===== config.mk =====
export PLATFORM = sky130hd
export DESIGN_NAME = lsb_mod
export DESIGN_NICKNAME = d
export VERILOG_FILES = /design/src/hw/rtl/lsb_pkg.sv /design/src/hw/rtl/lsb_mod.sv
export SDC_FILE = /design/constraint.sdc
export NUM_CORES = 1
export LEC_CHECK = 0
export BUFFER_PORTS_ARGS = -buffer_cell sky130_fd_sc_hd__buf_2
export CAP_MARGIN = 20
export CORE_ASPECT_RATIO = 0.5
export CORE_MARGIN = 3
export CORE_UTILIZATION = 40
export CTS_BUF_LIST = sky130_fd_sc_hd__clkbuf_16
export CTS_CLUSTER_SIZE = 12
export DETAILED_ROUTE_END_ITERATION = 7
export HOLD_SLACK_MARGIN = 0.1
export PLACE_DENSITY = 0.58
export SYNTH_ARGS = -nofsm -noshare
export SYNTH_HDL_FRONTEND = slang
export SYNTH_SLANG_ARGS = --single-unit

===== constraint.sdc =====
create_clock -name clk -period 4.5 [get_ports clk]
set_clock_uncertainty 0.1 [all_clocks]
set_input_delay 0.225 -clock clk [delete_from_list [all_inputs] [get_ports clk]]
set_output_delay 0.225 -clock clk [all_outputs]
set_load 0.05 [all_outputs]

===== src/hw/rtl/lsb_pkg.sv =====
// shared types and constants of the lottery scheduler
package lsb_pkg;

	localparam int SLOTS = 64;
	localparam int IW    = (SLOTS > 1) ? $clog2(SLOTS) : 1;
	localparam int SW    = 17 + IW + 1;

	localparam logic [1:0] OP_DRAW = 2'd0;
	localparam logic [1:0] OP_TICK = 2'd1;
	localparam logic [1:0] OP_SET  = 2'd2;
	localparam logic [1:0] OP_LOAD = 2'd3;

	localparam logic [1:0] RS_RUNNABLE = 2'd1;
	localparam logic [1:0] RS_SLEEPING = 2'd2;

	localparam logic [1:0] STAT_OK   = 2'd0;
	localparam logic [1:0] STAT_MISS = 2'd1;
	localparam logic [1:0] STAT_ZERO = 2'd2;

	localparam logic [15:0] BOOST_MAX = 16'hFFFF;

	typedef struct packed {
		logic [1:0]  opcode;
		logic [31:0] random_value;
		logic [22:0] draw_total;
		logic [5:0]  slot_index;
		logic [14:0] pid_in;
		logic [15:0] ticket_count;
		logic [1:0]  run_state_in;
		logic [31:0] sleep_ticks;
	} req_t;

	typedef struct packed {
		logic [1:0]  status;
		logic [5:0]  winner_slot;
		logic [14:0] winner_pid;
	} rsp_t;

	typedef struct packed {
		logic [1:0]  run_state;
		logic [14:0] pid;
		logic [15:0] base_share;
		logic [16:0] effective_share;
		logic [15:0] boost_left;
		logic [31:0] sleep_begin;
		logic [31:0] sleep_length;
	} slot_rec_t;

endpackage


===== src/hw/rtl/lsb_mod.sv =====
// restoring remainder unit, one dividend bit per cycle
module lsb_mod import lsb_pkg::*; (
	input  logic        clk,
	input  logic        arst_n,
	input  logic        start,
	input  logic [31:0] dividend,
	input  logic [22:0] divisor,
	output logic        done,
	output logic [22:0] rem
);

	logic [31:0] num_q;
	logic [22:0] den_q;
	logic [23:0] rem_q;
	logic [5:0]  cnt_q;
	logic        busy_q;
	logic [23:0] trial;

	assign trial = {rem_q[22:0], num_q[31]};

	always_ff @(posedge clk or negedge arst_n) begin
		if (!arst_n) begin
			busy_q <= 1'b0;
			cnt_q  <= '0;
			done   <= 1'b0;
		end else begin
			done <= 1'b0;
			if (start) begin
				busy_q <= 1'b1;
				cnt_q  <= '0;
			end else if (busy_q) begin
				cnt_q <= cnt_q + 6'd1;
				if (cnt_q == 6'd31) begin
					busy_q <= 1'b0;
					done   <= 1'b1;
				end
			end
		end
	end

	always_ff @(posedge clk) begin
		if (start) begin
			num_q <= dividend;
			den_q <= divisor;
			rem_q <= '0;
		end else if (busy_q) begin
			num_q <= {num_q[30:0], 1'b0};
			if (trial >= {1'b0, den_q}) begin
				rem_q <= trial - {1'b0, den_q};
			end else begin
				rem_q <= trial;
			end
		end
	end

	assign rem = rem_q[22:0];

endmodule


==> results.cfg <==
[synthesis]
synth_common_cells = 55 x edfxtp_1, 31 x mux2_2, 27 x nor2_1
synth_cell_type_count = 52
netlist_area_um2 = 4520
syn_area_per_cell_um2 = 11.5
synthTopCellsByArea = edfxtp_1 37%, dfxtp_1 10%, mux2_2 7.7%, ha_1 6.6%, dfrtp_1 4.4%
ys_async_sr_fraction_pct = 9.30
synth_top_area_cell = edfxtp_1
synth-edff-count = 55
synth_ff_type = edfxtp_1
syn_nets = 477
ys_seq_area_share_pct = 51.1
synth.top_cell.area_share_pct = 36.5
yosysMostFrequentCell = edfxtp_1
ys_warn_count = 0
synth_seq_cells = 86
synthesis.instances = 394

[timing]
slew_violations = 0
slew_headroom_pct = 34.0
fin_crit_sh_pct = 71.6
period_needed_ns = 3.22
tns_ns = 0
setup_slack_ns = 1.28
max_clock_freq_ghz = 0.310
hold_violations = 0
setup_violations = 0
whs_ns = 0.150
rsz0062_at_grt = false
worst_slew_pin_slew_ns = 0.987

[layout]
area_growth_pct = 31.0
fin_area_um2 = 5930
utilization_pct = 55.9
layout.nets = 613
drive_above_1_share_pct = 26.0
num_antenna_cells = 0
nFillCells = 930

[global_routing]
grt_pass1_vias = 3425
grt_remaining_overflow = 0
track_usage_pct = 16.6
antenna_found_initial = 0
grt_start_max_net_pins = 33
grt_pass1_wl_um = 16800

[clock_network]
cts_root_buf = clkbuf_16
cts_tree = done
clockBufferDepth = 2
clk_pin_slew_worst_paths_ns = 0.07
worstSkewPairLatency_ns = 0.35
cts_made_buffers = 9
cts_sinks = 86
cts_resized = 0
htree_levels = 3

[die]
die_y_um = 81.2
io_pins = 82
dieArea_um2 = 12700
die_width_um = 156
initial_core_util_pct = 42.7
num_rows = 26
core_area_um2 = 10600

[run_status]
status = complete, no violations

[placed_design]
port_buffers = 81
post_dp_cell_area_um2 = 5060
place.gp.congestion = 0.872
place_worst_setup_slack_ns = 1.32
dp_hpwl_um = 6520

[power_and_ir_drop]
p_per_area_nw_per_um2 = 543
power.leakage_nw = 2.66
ir_worst_vdd_uv = 194

[critical_path]
path_class = reg -> reg
worstPathRequired_ns = 4.66
worst-path-max-fanout = 25
endpoint_kind = flop
start_kind = flop
cp.arrival_ns = 3.39

[worst_hold_path]
hp-class = in -> async

[route]
first_pass_iters = 4
drcViolationCount = 0
vias_per_cell = 5.11
drt-initial-drc-count = 185
routed_wl_um = 10200
ant_nets = 0
wl_per_cell_um = 15.1
vias = 3449

[run]
max_cap_viol_count = 0
## cell usage in the layout (no fill, tap or decap), types with 3 or more instances in the layout
cell,instances
mux2i_1,17
ha_1,24
buf_2,81
o21ai_1,4
xnor2_1,15
buf_4,5
nand2b_1,5
a31oi_1,4
xor2_1,9
dfxtp_1,23
a21oi_1,18
edfxtp_1,55
a32oi_1,6
a21o_1,6
o21ai_0,16
mux2_2,31
and2_1,5
inv_1,26
nand4_1,4
clkbuf_16,9
and3_1,3
a211oi_1,12
nor4_1,3
dfrtp_1,8
nand3_1,5
dlygate4sd3_1,56
nor2_1,27
nor2b_1,3
nand2_1,23
## area by class of cell
| type | count | area (um^2) | area share [%] |
|---|---|---|---|
| inverter | 26 | 97.6 | 1.65 |
| sequential | 86 | 2310 | 39.0 |
| clock inverter | 7 | 80.1 | 1.35 |
| clock buffer | 9 | 225 | 3.80 |
| tap | 140 | 175 | 2.96 |
| multi-input combinational | 265 | 2030 | 34.3 |
| timing repair buffer | 142 | 1000 | 16.9 |
## layer usage
layer,GRT usage [%],up-vias,share of wire (%)
met1,22.2,1654,49
met2,26.3,67,45
met4,4.80,0,0.81
met5,0,-,0
met3,5.22,7,5.1
li1,-,1721,-
## report_power, final
group	leakage (nW)	total [mW]	internal [mW]	switching (mW)
sequential	0.857	1.07	0.973	0.0997
combinational	1.66	1.37	0.534	0.840
clock	0.148	0.771	0.438	0.333
## cell families (layout without fill, tap and decap cells)
| logic type | count (synthesis) | in the layout | share of synthesized area, % |
|---|---|---|---|
| flops | 86 | 86 | 51.1 |
| mux | 48 | 48 | 11.5 |
| fa+ha+maj | 25 | 25 | 7.08 |
| compound gates | 89 | 89 | 13.7 |
| buf+inv | 43 | 184 | 3.95 |
| xor+xnor | 24 | 24 | 4.65 |
| simple gates | 79 | 79 | 8.02 |
## critical path, cell delays in order, from the launching register on
cell      delay (ns)
edfxtp_1        0.32
inv_1           0.05
ha_1            0.22
fa_1            0.41
nand2b_1        0.18
a21oi_2         0.24
a41o_1          0.15
a31oi_1         0.10
o31ai_1         0.43
a21oi_4         0.35
nand2b_1        0.34
o21ai_0         0.24
## final timing paths
kind                            cells past startpoint  startpoint  slack, ns   endpoint
worst min-delay path                                2      arst_n       0.15   cnt_q[0]
worst max register to register                     11   num_q[31]       1.28  rem_q[14]
min in group clk                                    1       start       0.33  den_q[19]
max in group asynchronous                           2      arst_n       3.98     busy_q
worst min register to register                      2   rem_q[18]       0.40  rem_q[18]
worst max-delay path                               11   num_q[31]       1.28  rem_q[14]
## registers in the layout, summed over array words and instances, names as in the netlist
signal / cells
busy_q: 1
cnt_q: 6
den_q: 23
done: 1
num_q: 32
rem_q: 23
## timing repair
item,CTS,global route
hold buffers,56,0
buffers inserted,0,0
endpoints found under the hold margin,63,0
## metrics by stage
| step | instances | total power [mW] |
|---|---|---|
| final | 675 | 3.22 |
| after global placement | 603 | 2.42 |
| after global routing | 675 | 3.41 |
| after CTS | 675 | 3.24 |
| after floorplan | 394 | 2.15 |
| after detailed placement | 603 | 2.42 |
(Power assumes the default switching activity.)
