`src/hw/rtl/lsb_pkg.sv`:
```
// shared types and constants of the lottery scheduler
package lsb_pkg;

	localparam int SLOTS = 64;
	localparam int IW    = (SLOTS > 1) ? $clog2(SLOTS) : 1;
	localparam int SW    = 17 + IW + 1;

	localparam logic [1:0] OP_DRAW = 2'd0;
	localparam logic [1:0] OP_TICK = 2'd1;
	localparam logic [1:0] OP_SET  = 2'd2;
	localparam logic [1:0] OP_LOAD = 2'd3;

	localparam logic [1:0] RS_RUNNABLE = 2'd1;
	localparam logic [1:0] RS_SLEEPING = 2'd2;

	localparam logic [1:0] STAT_OK   = 2'd0;
	localparam logic [1:0] STAT_MISS = 2'd1;
	localparam logic [1:0] STAT_ZERO = 2'd2;

	localparam logic [15:0] BOOST_MAX = 16'hFFFF;

	typedef struct packed {
		logic [1:0]  opcode;
		logic [31:0] random_value;
		logic [22:0] draw_total;
		logic [5:0]  slot_index;
		logic [14:0] pid_in;
		logic [15:0] ticket_count;
		logic [1:0]  run_state_in;
		logic [31:0] sleep_ticks;
	} req_t;

	typedef struct packed {
		logic [1:0]  status;
		logic [5:0]  winner_slot;
		logic [14:0] winner_pid;
	} rsp_t;

	typedef struct packed {
		logic [1:0]  run_state;
		logic [14:0] pid;
		logic [15:0] base_share;
		logic [16:0] effective_share;
		logic [15:0] boost_left;
		logic [31:0] sleep_begin;
		logic [31:0] sleep_length;
	} slot_rec_t;

endpackage

```
`src/hw/rtl/lsb_cell.sv`:
```
// one slot cell of the rotating slot ring
module lsb_cell import lsb_pkg::*; (
	input  logic      clk,
	input  logic      arst_n,
	input  logic      shift,
	input  slot_rec_t d,
	output slot_rec_t q
);

	slot_rec_t rec_q;

	// takes the neighbour's record on every shift
	always_ff @(posedge clk or negedge arst_n) begin
		if (!arst_n) begin
			rec_q <= '0;
		end else if (shift) begin
			rec_q <= d;
		end
	end

	assign q = rec_q;

endmodule

```
`config.mk`:
```
export PLATFORM = sky130hd
export DESIGN_NAME = lsb_cell
export DESIGN_NICKNAME = d
export VERILOG_FILES = /design/src/hw/rtl/lsb_pkg.sv /design/src/hw/rtl/lsb_cell.sv
export SDC_FILE = /design/constraint.sdc
export NUM_CORES = 1
export LEC_CHECK = 0
export ABC_AREA = 1
export BUFFER_PORTS_ARGS = -buffer_cell sky130_fd_sc_hd__clkbuf_2
export CAP_MARGIN = 25
export CORE_MARGIN = 1
export CORE_UTILIZATION = 42
export CTS_BUF_LIST = sky130_fd_sc_hd__clkbuf_8
export CTS_CLUSTER_DIAMETER = 30
export DETAILED_ROUTE_END_ITERATION = 8
export GPL_TIMING_DRIVEN = 0
export PLACE_DENSITY_LB_ADDON = 0.08
export SYNTH_ARGS = -nofsm -noshare
export SYNTH_HDL_FRONTEND = slang
export SYNTH_SLANG_ARGS = --single-unit
```
`constraint.sdc`:
```
create_clock -name clk -period 0.8 [get_ports clk]
set_input_delay 0.04 -clock clk [delete_from_list [all_inputs] [get_ports clk]]
set_output_delay 0.04 -clock clk [all_outputs]
set_load 0.05 [all_outputs]
```
==> impl_metrics.json, run 1 <==
{
  "grt_usage_pct": 30.7,
  "vias": 5553,
  "drive_gt1_share_pct": 47.7,
  "path_cells": "buf_8",
  "grt_pass1_vias": 5809,
  "synth_adder_area_share_pct": 0,
  "cts_hold_buf": 130,
  "outcome": "complete, but fails checks",
  "crit_fanout": 2,
  "cpMaxStageDelayCell": "dfrtp_2",
  "place_hpwl_um": 9680,
  "io_pins": 263,
  "fin_nets": 1110,
  "ant_nets": 0,
  "die_w_um": 110,
  "grt_max_degree": 102,
  "largest_reg_flops": 130,
  "hp-class": "input port to async pin",
  "synth_cells": 550,
  "arrival_ns": 1.04,
  "critPathBufInv": 1,
  "dr.pass1.iters": 6,
  "yosysSeqAreaShare_pct": 65.9,
  "remaining_drc_errors": 0,
  "fin_skew_ns": 0,
  "placed_area_mm2": 0.00662,
  "tns_ns": -33.53,
  "portBuffers": 261,
  "synth_xor_area_share_pct": 0,
  "synth_fp_nets": 683,
  "synthSimpleGateAreaFrac_pct": 29.7,
  "max_slew_margin_pct": 63.5,
  "coreArea_mm2": 0.0114,
  "synth_top_family_by_area": "simple AND/OR/NAND/NOR gates",
  "critPathRequiredTime_ns": 0.76,
  "syn_to_final_growth_pct": 98.2,
  "setup.worst_path.class": "register to output pin",
  "synth_area_per_cell_um2": 8.97,
  "clk_latency_ns": 0.43,
  "path_clk_slew_ns": 0.08,
  "cts-root-buf": "clkbuf_8",
  "irDropWorstVdd_uv": 1400,
  "setup_ws_ns": -0.284,
  "synth_compound_area_share_pct": 0,
  "grt_pass1_wl_um": 29000,
  "yosys.cell_types.count": 7,
  "antenna_found_initial": 0,
  "layout_commonest_cell": "nand2_1",
  "max_freq_ghz": 0.922,
  "hold_slack_ns": -0.514,
  "die_h_um": 110,
  "drv_slew": 0,
  "critPathLaunchType": "register",
  "grt.overflow.total": 0,
  "p_leak_nw": 5.07,
  "violations": "hold timing, setup timing",
  "cts_htree_levels": 4,
  "tritoncts": "built",
  "critPathMaxStageDelay_ns": 0.44,
  "wire_per_inst_um": 18.3,
  "ys_ff_latch": 130,
  "end_kind": "output pin",
  "layout_common_cells": "385 x nand2_1, 130 x dlygate4sd3_1, 130 x clkbuf_2, 130 x buf_8, 130 x dfrtp_2",
  "routabilityCongestion": 0.800,
  "crit_family": "flip-flops",
  "design_area_mm2": 0.00978,
  "maxCapViolations": 0,
  "synthMuxAreaShare_pct": 0,
  "num_rows": 39,
  "via_per_inst": 4.91,
  "diodes": 0,
  "dr.first_iter.drc_count": 405,
  "cts_buffers": 17,
  "rsz0062_at_grt": "yes",
  "fin_crit_sh_pct": 136,
  "finalSetupViolations": 137,
  "ys_warn_count": 0,
  "cts_sinks": 130,
  "cts.path.max_buffers": 2,
  "start_util_pct": 43.2,
  "die-area_mm2": 0.0122,
  "worstMarginPinSlew_ns": 0.548,
  "hold_viol_final": 130,
  "min_period_ns": 1.08,
  "netlist_area_mm2": 0.00494,
  "drt-total-wl_um": 20700,
  "powerDensity_mw_per_mm2": 2040
}
final cells by class:
class / instances / area (um2)
plain buffers: 29 / 215
clock buffers: 28 / 385
clock inverters: 3 / 38.8
fillers: 543 / 1640
inverters: 1 / 3.75
multi-input cells: 390 / 1480
flip-flops and latches: 130 / 3420
well taps: 143 / 179
repair buffers: 408 / 4070
where the power goes:
part	switching (W)	internal (W)
Clock	0.00251	0.00335
Combinational	0.00353	0.00265
Sequential	0.000613	0.00727
cells in the mapped netlist (all sizes together):
library cell  number  area, um2
dfrtp            130       3250
nand2            390       1460
inv                1       3.75
clkbuf             1       3.75
buf               28        211
layer usage:
layer	up-vias	GRT usage (%)	wire [um]
li1	2493	-	-
met1	2656	32.5	7070
met2	327	55.9	11200
met3	77	9.28	1580
met4	0	13.1	849
met5	-	0	0
through the flow:
stage | total power (W) | setup slack, ns | util [%] | cells
final | 0.0199 | -0.284 | 85.7 | 1132
after CTS | 0.0191 | -0.306 | 83.1 | 1116
after detailed placement | 0.0118 | -0.0740 | 58.0 | 955
after global routing | 0.0206 | -0.315 | 85.7 | 1132
after floorplan | 0.0105 | 0.0501 | - | 550
after global placement | 0.0117 | -2.54 | 57.7 | 954
kinds of logic (layout without fill, tap and decap cells):
| kind of cell | count (synthesis) | after routing |
|---|---|---|
| buffers and inverters | 30 | 469 |
| AND/OR/NAND/NOR | 390 | 390 |
| flip-flops | 130 | 130 |
final timing paths:
kind	start	to	slack, ns	depth (start not counted)
max	q[16]$_DFFE_PN0P_	q[16]	-0.28	1
min	arst_n	q[115]$_DFFE_PN0P_	-0.51	1
max in group asynchronous	arst_n	q[61]$_DFFE_PN0P_	0.47	2
min reg2reg	q[70]$_DFFE_PN0P_	q[70]$_DFFE_PN0P_	0.51	2
max reg2reg	q[9]$_DFFE_PN0P_	q[9]$_DFFE_PN0P_	-0.12	3
min in group clk	shift	q[31]$_DFFE_PN0P_	0.08	4
repair_timing:
| action | in CTS | in global routing |
|---|---|---|
| gates resized for setup | 260 | 136 |
| hold endpoints to repair | 260 | 130 |
| buffers inserted | 0 | 16 |
| gates cloned | 0 | 0 |
| setup endpoints to repair | 130 | 130 |
Note: power is estimated with default switching activity, not from simulation.
==> run 2, diff against run 1 <==
--- a/config.mk
+++ b/config.mk
@@ -9,12 +9,13 @@
 export BUFFER_PORTS_ARGS = -buffer_cell sky130_fd_sc_hd__clkbuf_2
 export CAP_MARGIN = 25
 export CORE_MARGIN = 1
-export CORE_UTILIZATION = 42
+export CORE_UTILIZATION = 35
 export CTS_BUF_LIST = sky130_fd_sc_hd__clkbuf_8
 export CTS_CLUSTER_DIAMETER = 30
 export DETAILED_ROUTE_END_ITERATION = 8
 export GPL_TIMING_DRIVEN = 0
 export PLACE_DENSITY_LB_ADDON = 0.08
+export SLEW_MARGIN = 10
 export SYNTH_ARGS = -nofsm -noshare
 export SYNTH_HDL_FRONTEND = slang
 export SYNTH_SLANG_ARGS = --single-unit
==> impl_metrics.json, run 2 (synthesis results as in run 1) <==
{
  "layout_common_cells": "386 x nand2_1, 130 x dlygate4sd3_1, 130 x clkbuf_2, 130 x dfrtp_2, 128 x buf_8",
  "rr_startpoint": "q[105]$_DFFE_PN0P_",
  "syn_to_final_growth_pct": 97.9,
  "ant_nets": 0,
  "portBuffers": 261,
  "die-area_mm2": 0.0146,
  "io_pins": 263,
  "cts_buffers": 17,
  "fin_nets": 1110,
  "tritoncts": "built",
  "drv_slew": 0,
  "die_w_um": 121,
  "critPathMaxStageDelay_ns": 0.42,
  "clk_latency_ns": 0.42,
  "grt.overflow.total": 0,
  "dr.first_iter.drc_count": 225,
  "grt_max_degree": 105,
  "violations": "hold timing, setup timing",
  "fin_total_pwr_w": 0.0189,
  "finalSetupViolations": 130,
  "layout_commonest_cell": "nand2_1",
  "coreArea_mm2": 0.0138,
  "cts-root-buf": "clkbuf_8",
  "end_kind": "output pin",
  "remaining_drc_errors": 0,
  "reg2reg_to": "q[105]$_DFFE_PN0P_",
  "powerDensity_mw_per_mm2": 1930,
  "hold_viol_final": 130,
  "path_cells": "clkbuf_16",
  "maxCapViolations": 0,
  "rsz0062_at_grt": "yes",
  "grt_usage_pct": 22.6,
  "nFillCells": 963,
  "multi_input_area_mm2": 0.00147,
  "num_rows": 43,
  "start_util_pct": 35.7,
  "path_clk_slew_ns": 0.07,
  "layout.cells.non_filler": 1169,
  "drive_gt1_share_pct": 47.2,
  "placed_cells": 992,
  "critPathRequiredTime_ns": 0.76,
  "arrival_ns": 1.02,
  "p_leak_nw": 5.06,
  "fin_skew_ns": 0,
  "worstMarginPinSlew_ns": 0.553,
  "grt_pass1_vias": 5326,
  "critPathCapture": "q[83]",
  "grt_pass1_wl_um": 25500,
  "setup.worst_path.class": "register to output pin",
  "dr.pass1.iters": 6,
  "place_hpwl_um": 9930,
  "hold_slack_ns": -0.515,
  "hp-class": "input port to async pin",
  "drt-total-wl_um": 16400,
  "critPathLaunchType": "register",
  "die_h_um": 121,
  "reg2regPathDepth": 3,
  "max_slew_margin_pct": 63.1,
  "max_freq_ghz": 0.944,
  "cts_htree_levels": 4,
  "cts_sinks": 130,
  "routabilityCongestion": 0.741,
  "worstSetupStartpoint": "q[83]$_DFFE_PN0P_",
  "layout.area.seq_mm2": 0.00342,
  "crit_family": "flip-flops",
  "cpMaxStageDelayCell": "dfrtp_2",
  "outcome": "complete, but fails checks",
  "r2r_slack_ns": 0,
  "wire_per_inst_um": 14.0,
  "cts.path.max_buffers": 2,
  "cts_hold_buf": 130,
  "irDropWorstVdd_uv": 1080,
  "crit_fanout": 2,
  "diodes": 0,
  "fin_crit_sh_pct": 132,
  "min_period_ns": 1.06,
  "setup_ws_ns": -0.259,
  "critPathBufInv": 1,
  "cp_num_cells": 1,
  "vias": 5115,
  "antenna_found_initial": 0,
  "largest_reg_flops": 130,
  "via_per_inst": 4.38,
  "post-place-ws_ns": -0.101
}
==> run 2: area by class of cell <==
class                           instances  share of cell area [%]
Buffer                                 29                    2.20
Clock buffer                           20                    2.82
Clock inverter                         11                   0.756
Inverter                                1                  0.0384
Multi-Input combinational cell        390                    15.1
Sequential cell                       130                    35.0
Tap cell                              180                    2.31
Timing Repair Buffer                  408                    41.8
==> run 2: power by group <==
group	switching [W]	internal (W)
logic	0.00335	0.00266
clock network	0.00240	0.00260
registers	0.000566	0.00727
==> run 2: metal layers <==
layer	track usage [%]	up-vias	part of all wire [%]
met5	0	-	0
met4	8.64	0	2.3
met3	7.03	28	7.2
met2	40.9	196	52
met1	24.6	2397	39
li1	-	2494	-
==> run 2: worst min path at each step <==
stage	start	end	slack, ns
2_1_floorplan	arst_n	q[0]$_DFFE_PN0P_	-0.26
3_3_place_gp	d[110]	q[110]$_DFFE_PN0P_	0.24
3_5_place_dp	arst_n	q[120]$_DFFE_PN0P_	-0.06
4_1_cts	arst_n	q[120]$_DFFE_PN0P_	-0.54
5_1_grt	arst_n	q[110]$_DFFE_PN0P_	-0.53
6_report	arst_n	q[10]$_DFFE_PN0P_	-0.51
==> run 2: timing repair <==
item	in CTS	in global routing
setup buffers	2	14
endpoints found under the hold margin	260	130
endpoints found under the setup margin	130	130
gates resized for setup	262	132
pin swaps	0	1
==> run 2: through the flow <==
| stage | TNS, ns | utilization (%) | cell area [um2] |
|---|---|---|---|
| floorplan | 0 | - | 5100 |
| global placement | -347.85 | 48.0 | 6630 |
| detailed placement | -6.22 | 48.2 | 6670 |
| CTS | -37.44 | 68.7 | 9490 |
| global route | -36.90 | 70.6 | 9770 |
| finish | -31.20 | 70.6 | 9770 |
==> run 2: worst reg2reg max path, stage by stage (launching register included) <==
cell and delay (ns):
dfrtp_2 0.43, buf_4 0.14, nand2_2 0.07, nand2_1 0.05
==> run 3, diff against run 2 <==
--- a/config.mk
+++ b/config.mk
@@ -15,6 +15,7 @@
 export DETAILED_ROUTE_END_ITERATION = 8
 export GPL_TIMING_DRIVEN = 0
 export PLACE_DENSITY_LB_ADDON = 0.08
+export RECOVER_POWER = 50
 export SLEW_MARGIN = 10
 export SYNTH_ARGS = -nofsm -noshare
 export SYNTH_HDL_FRONTEND = slang
==> impl_metrics.json, run 3 (synthesis results as in run 1) <==
{
  "wire_per_inst_um": 14.0,
  "cp_num_cells": 1,
  "finalSetupViolations": 130,
  "final_util_pct": 70.5,
  "design_area_mm2": 0.00975,
  "clkPwrFrac_pct": 26.5,
  "path_clk_slew_ns": 0.07,
  "outcome": "complete, but fails checks",
  "grt.overflow.total": 0,
  "grt_max_degree": 105,
  "power_switching_w": 0.00631,
  "path_cells": "clkbuf_16",
  "place_hpwl_um": 9930,
  "drv_slew": 0,
  "fin_skew_ns": 0,
  "dr.first_iter.drc_count": 204,
  "diodes": 0,
  "worstMarginPinSlew_ns": 0.707,
  "cts-root-buf": "clkbuf_8",
  "multi_input_area_mm2": 0.00147,
  "maxCapViolations": 0,
  "hold_slack_ns": -0.350,
  "syn_to_final_growth_pct": 97.6,
  "drt-total-wl_um": 16400,
  "grt_usage_pct": 22.6,
  "io_pins": 263,
  "dr.pass1.iters": 6,
  "layout.area.seq_mm2": 0.00342,
  "setup_ws_ns": -0.257,
  "violations": "hold timing, setup timing",
  "crit_family": "flip-flops",
  "layout_commonest_cell": "nand2_1",
  "cts_sinks": 130,
  "fin_crit_sh_pct": 132,
  "drive_gt1_share_pct": 47.2,
  "fin_nets": 1110,
  "grt_pass1_wl_um": 25500,
  "routabilityCongestion": 0.741,
  "hold_viol_final": 26,
  "reg2regPathDepth": 3,
  "critPathLaunchType": "register",
  "powerDensity_mw_per_mm2": 1930,
  "p_int_w": 0.0125,
  "ant_nets": 0,
  "cpMaxStageDelayCell": "dfrtp_2",
  "start_util_pct": 35.7,
  "num_rows": 43,
  "swShare_pct": 33.5,
  "hp-class": "input port to async pin",
  "largest_reg_flops": 130,
  "arrival_ns": 1.02,
  "max_freq_ghz": 0.946,
  "irDropWorstVdd_uv": 1080,
  "antenna_found_initial": 0,
  "cts_htree_levels": 4,
  "coreArea_mm2": 0.0138,
  "crit_fanout": 2,
  "pwr-share-comb_pct": 31.9,
  "critPathRequiredTime_ns": 0.76,
  "die_h_um": 121,
  "max_slew_margin_pct": 52.8,
  "clk_latency_ns": 0.42,
  "cts_hold_buf": 130,
  "nFillCells": 968,
  "vias": 5115,
  "critPathMaxStageDelay_ns": 0.42,
  "post-place-ws_ns": -0.101,
  "via_per_inst": 4.38,
  "cts_buffers": 17,
  "rsz0062_at_grt": "yes",
  "grt_pass1_vias": 5326,
  "setup.worst_path.class": "register to output pin",
  "power_frac_seq_pct": 41.6,
  "portBuffers": 261,
  "layout_common_cells": "386 x nand2_1, 131 x clkbuf_2, 130 x dlygate4sd3_1, 130 x dfrtp_2, 128 x buf_8",
  "remaining_drc_errors": 0,
  "min_period_ns": 1.06,
  "cts.path.max_buffers": 2,
  "die_w_um": 121,
  "tritoncts": "built",
  "p_leak_nw": 5.05,
  "end_kind": "output pin",
  "die-area_mm2": 0.0146,
  "critPathBufInv": 1,
  "placed_area_mm2": 0.00667
}
[run 3: worst paths after layout]
check                                   startpoint            endpoint  slack [ns]
worst min-delay path                        arst_n   q[10]$_DFFE_PN0P_       -0.35
worst max-delay path             q[83]$_DFFE_PN0P_               q[83]       -0.26
min in group clk                             shift   q[36]$_DFFE_PN0P_        0.08
max in group asynchronous                   arst_n  q[108]$_DFFE_PN0P_        0.09
worst max register to register  q[105]$_DFFE_PN0P_  q[105]$_DFFE_PN0P_           0
worst min register to register  q[126]$_DFFE_PN0P_  q[126]$_DFFE_PN0P_        0.51
[run 3: per-stage QoR]
stage	setup TNS (ns)	total power [W]	instances
4_1_cts	-37.44	0.0184	1155
3_3_place_gp	-347.85	0.0118	991
6_report	-31.06	0.0188	1169
3_5_place_dp	-6.22	0.0118	992
5_1_grt	-38.28	0.0196	1169
2_1_floorplan	0	0.0105	550
[run 3: cell type report]
class / count / share of cell area (%)
Multi-Input combinational cell: 390 / 15.1
Sequential cell: 130 / 35.0
Inverter: 1 / 0.0385
Timing Repair Buffer: 408 / 41.7
Tap cell: 180 / 2.31
Clock inverter: 11 / 0.757
Clock buffer: 20 / 2.82
Buffer: 29 / 2.21
[run 3: layer usage]
layer | track usage, % | share of wire [%] | vias to the layer above | routed length, um
met4 | 8.64 | 2.3 | 0 | 380
li1 | - | - | 2493 | -
met5 | 0 | 0 | - | 0
met3 | 7.03 | 7.2 | 28 | 1180
met2 | 40.9 | 52 | 193 | 8530
met1 | 24.6 | 38 | 2401 | 6260
[run 3: power by group through the flow]
stage / Sequential, W / Combinational [W] / Clock, W
3_5_place_dp: 0.00769 / 0.00415 / 0
3_3_place_gp: 0.00767 / 0.00410 / 0
4_1_cts: 0.00767 / 0.00562 / 0.00516
5_1_grt: 0.00790 / 0.00633 / 0.00537
2_1_floorplan: 0.00978 / 0.000726 / 0
6_report: 0.00784 / 0.00600 / 0.00500
[run 3: timing repair]
item                       CTS  global route
hold endpoints to repair   260           130
buffers inserted             2            14
setup endpoints to repair  130           130
pin swaps                    0             1
resized for setup          262           132
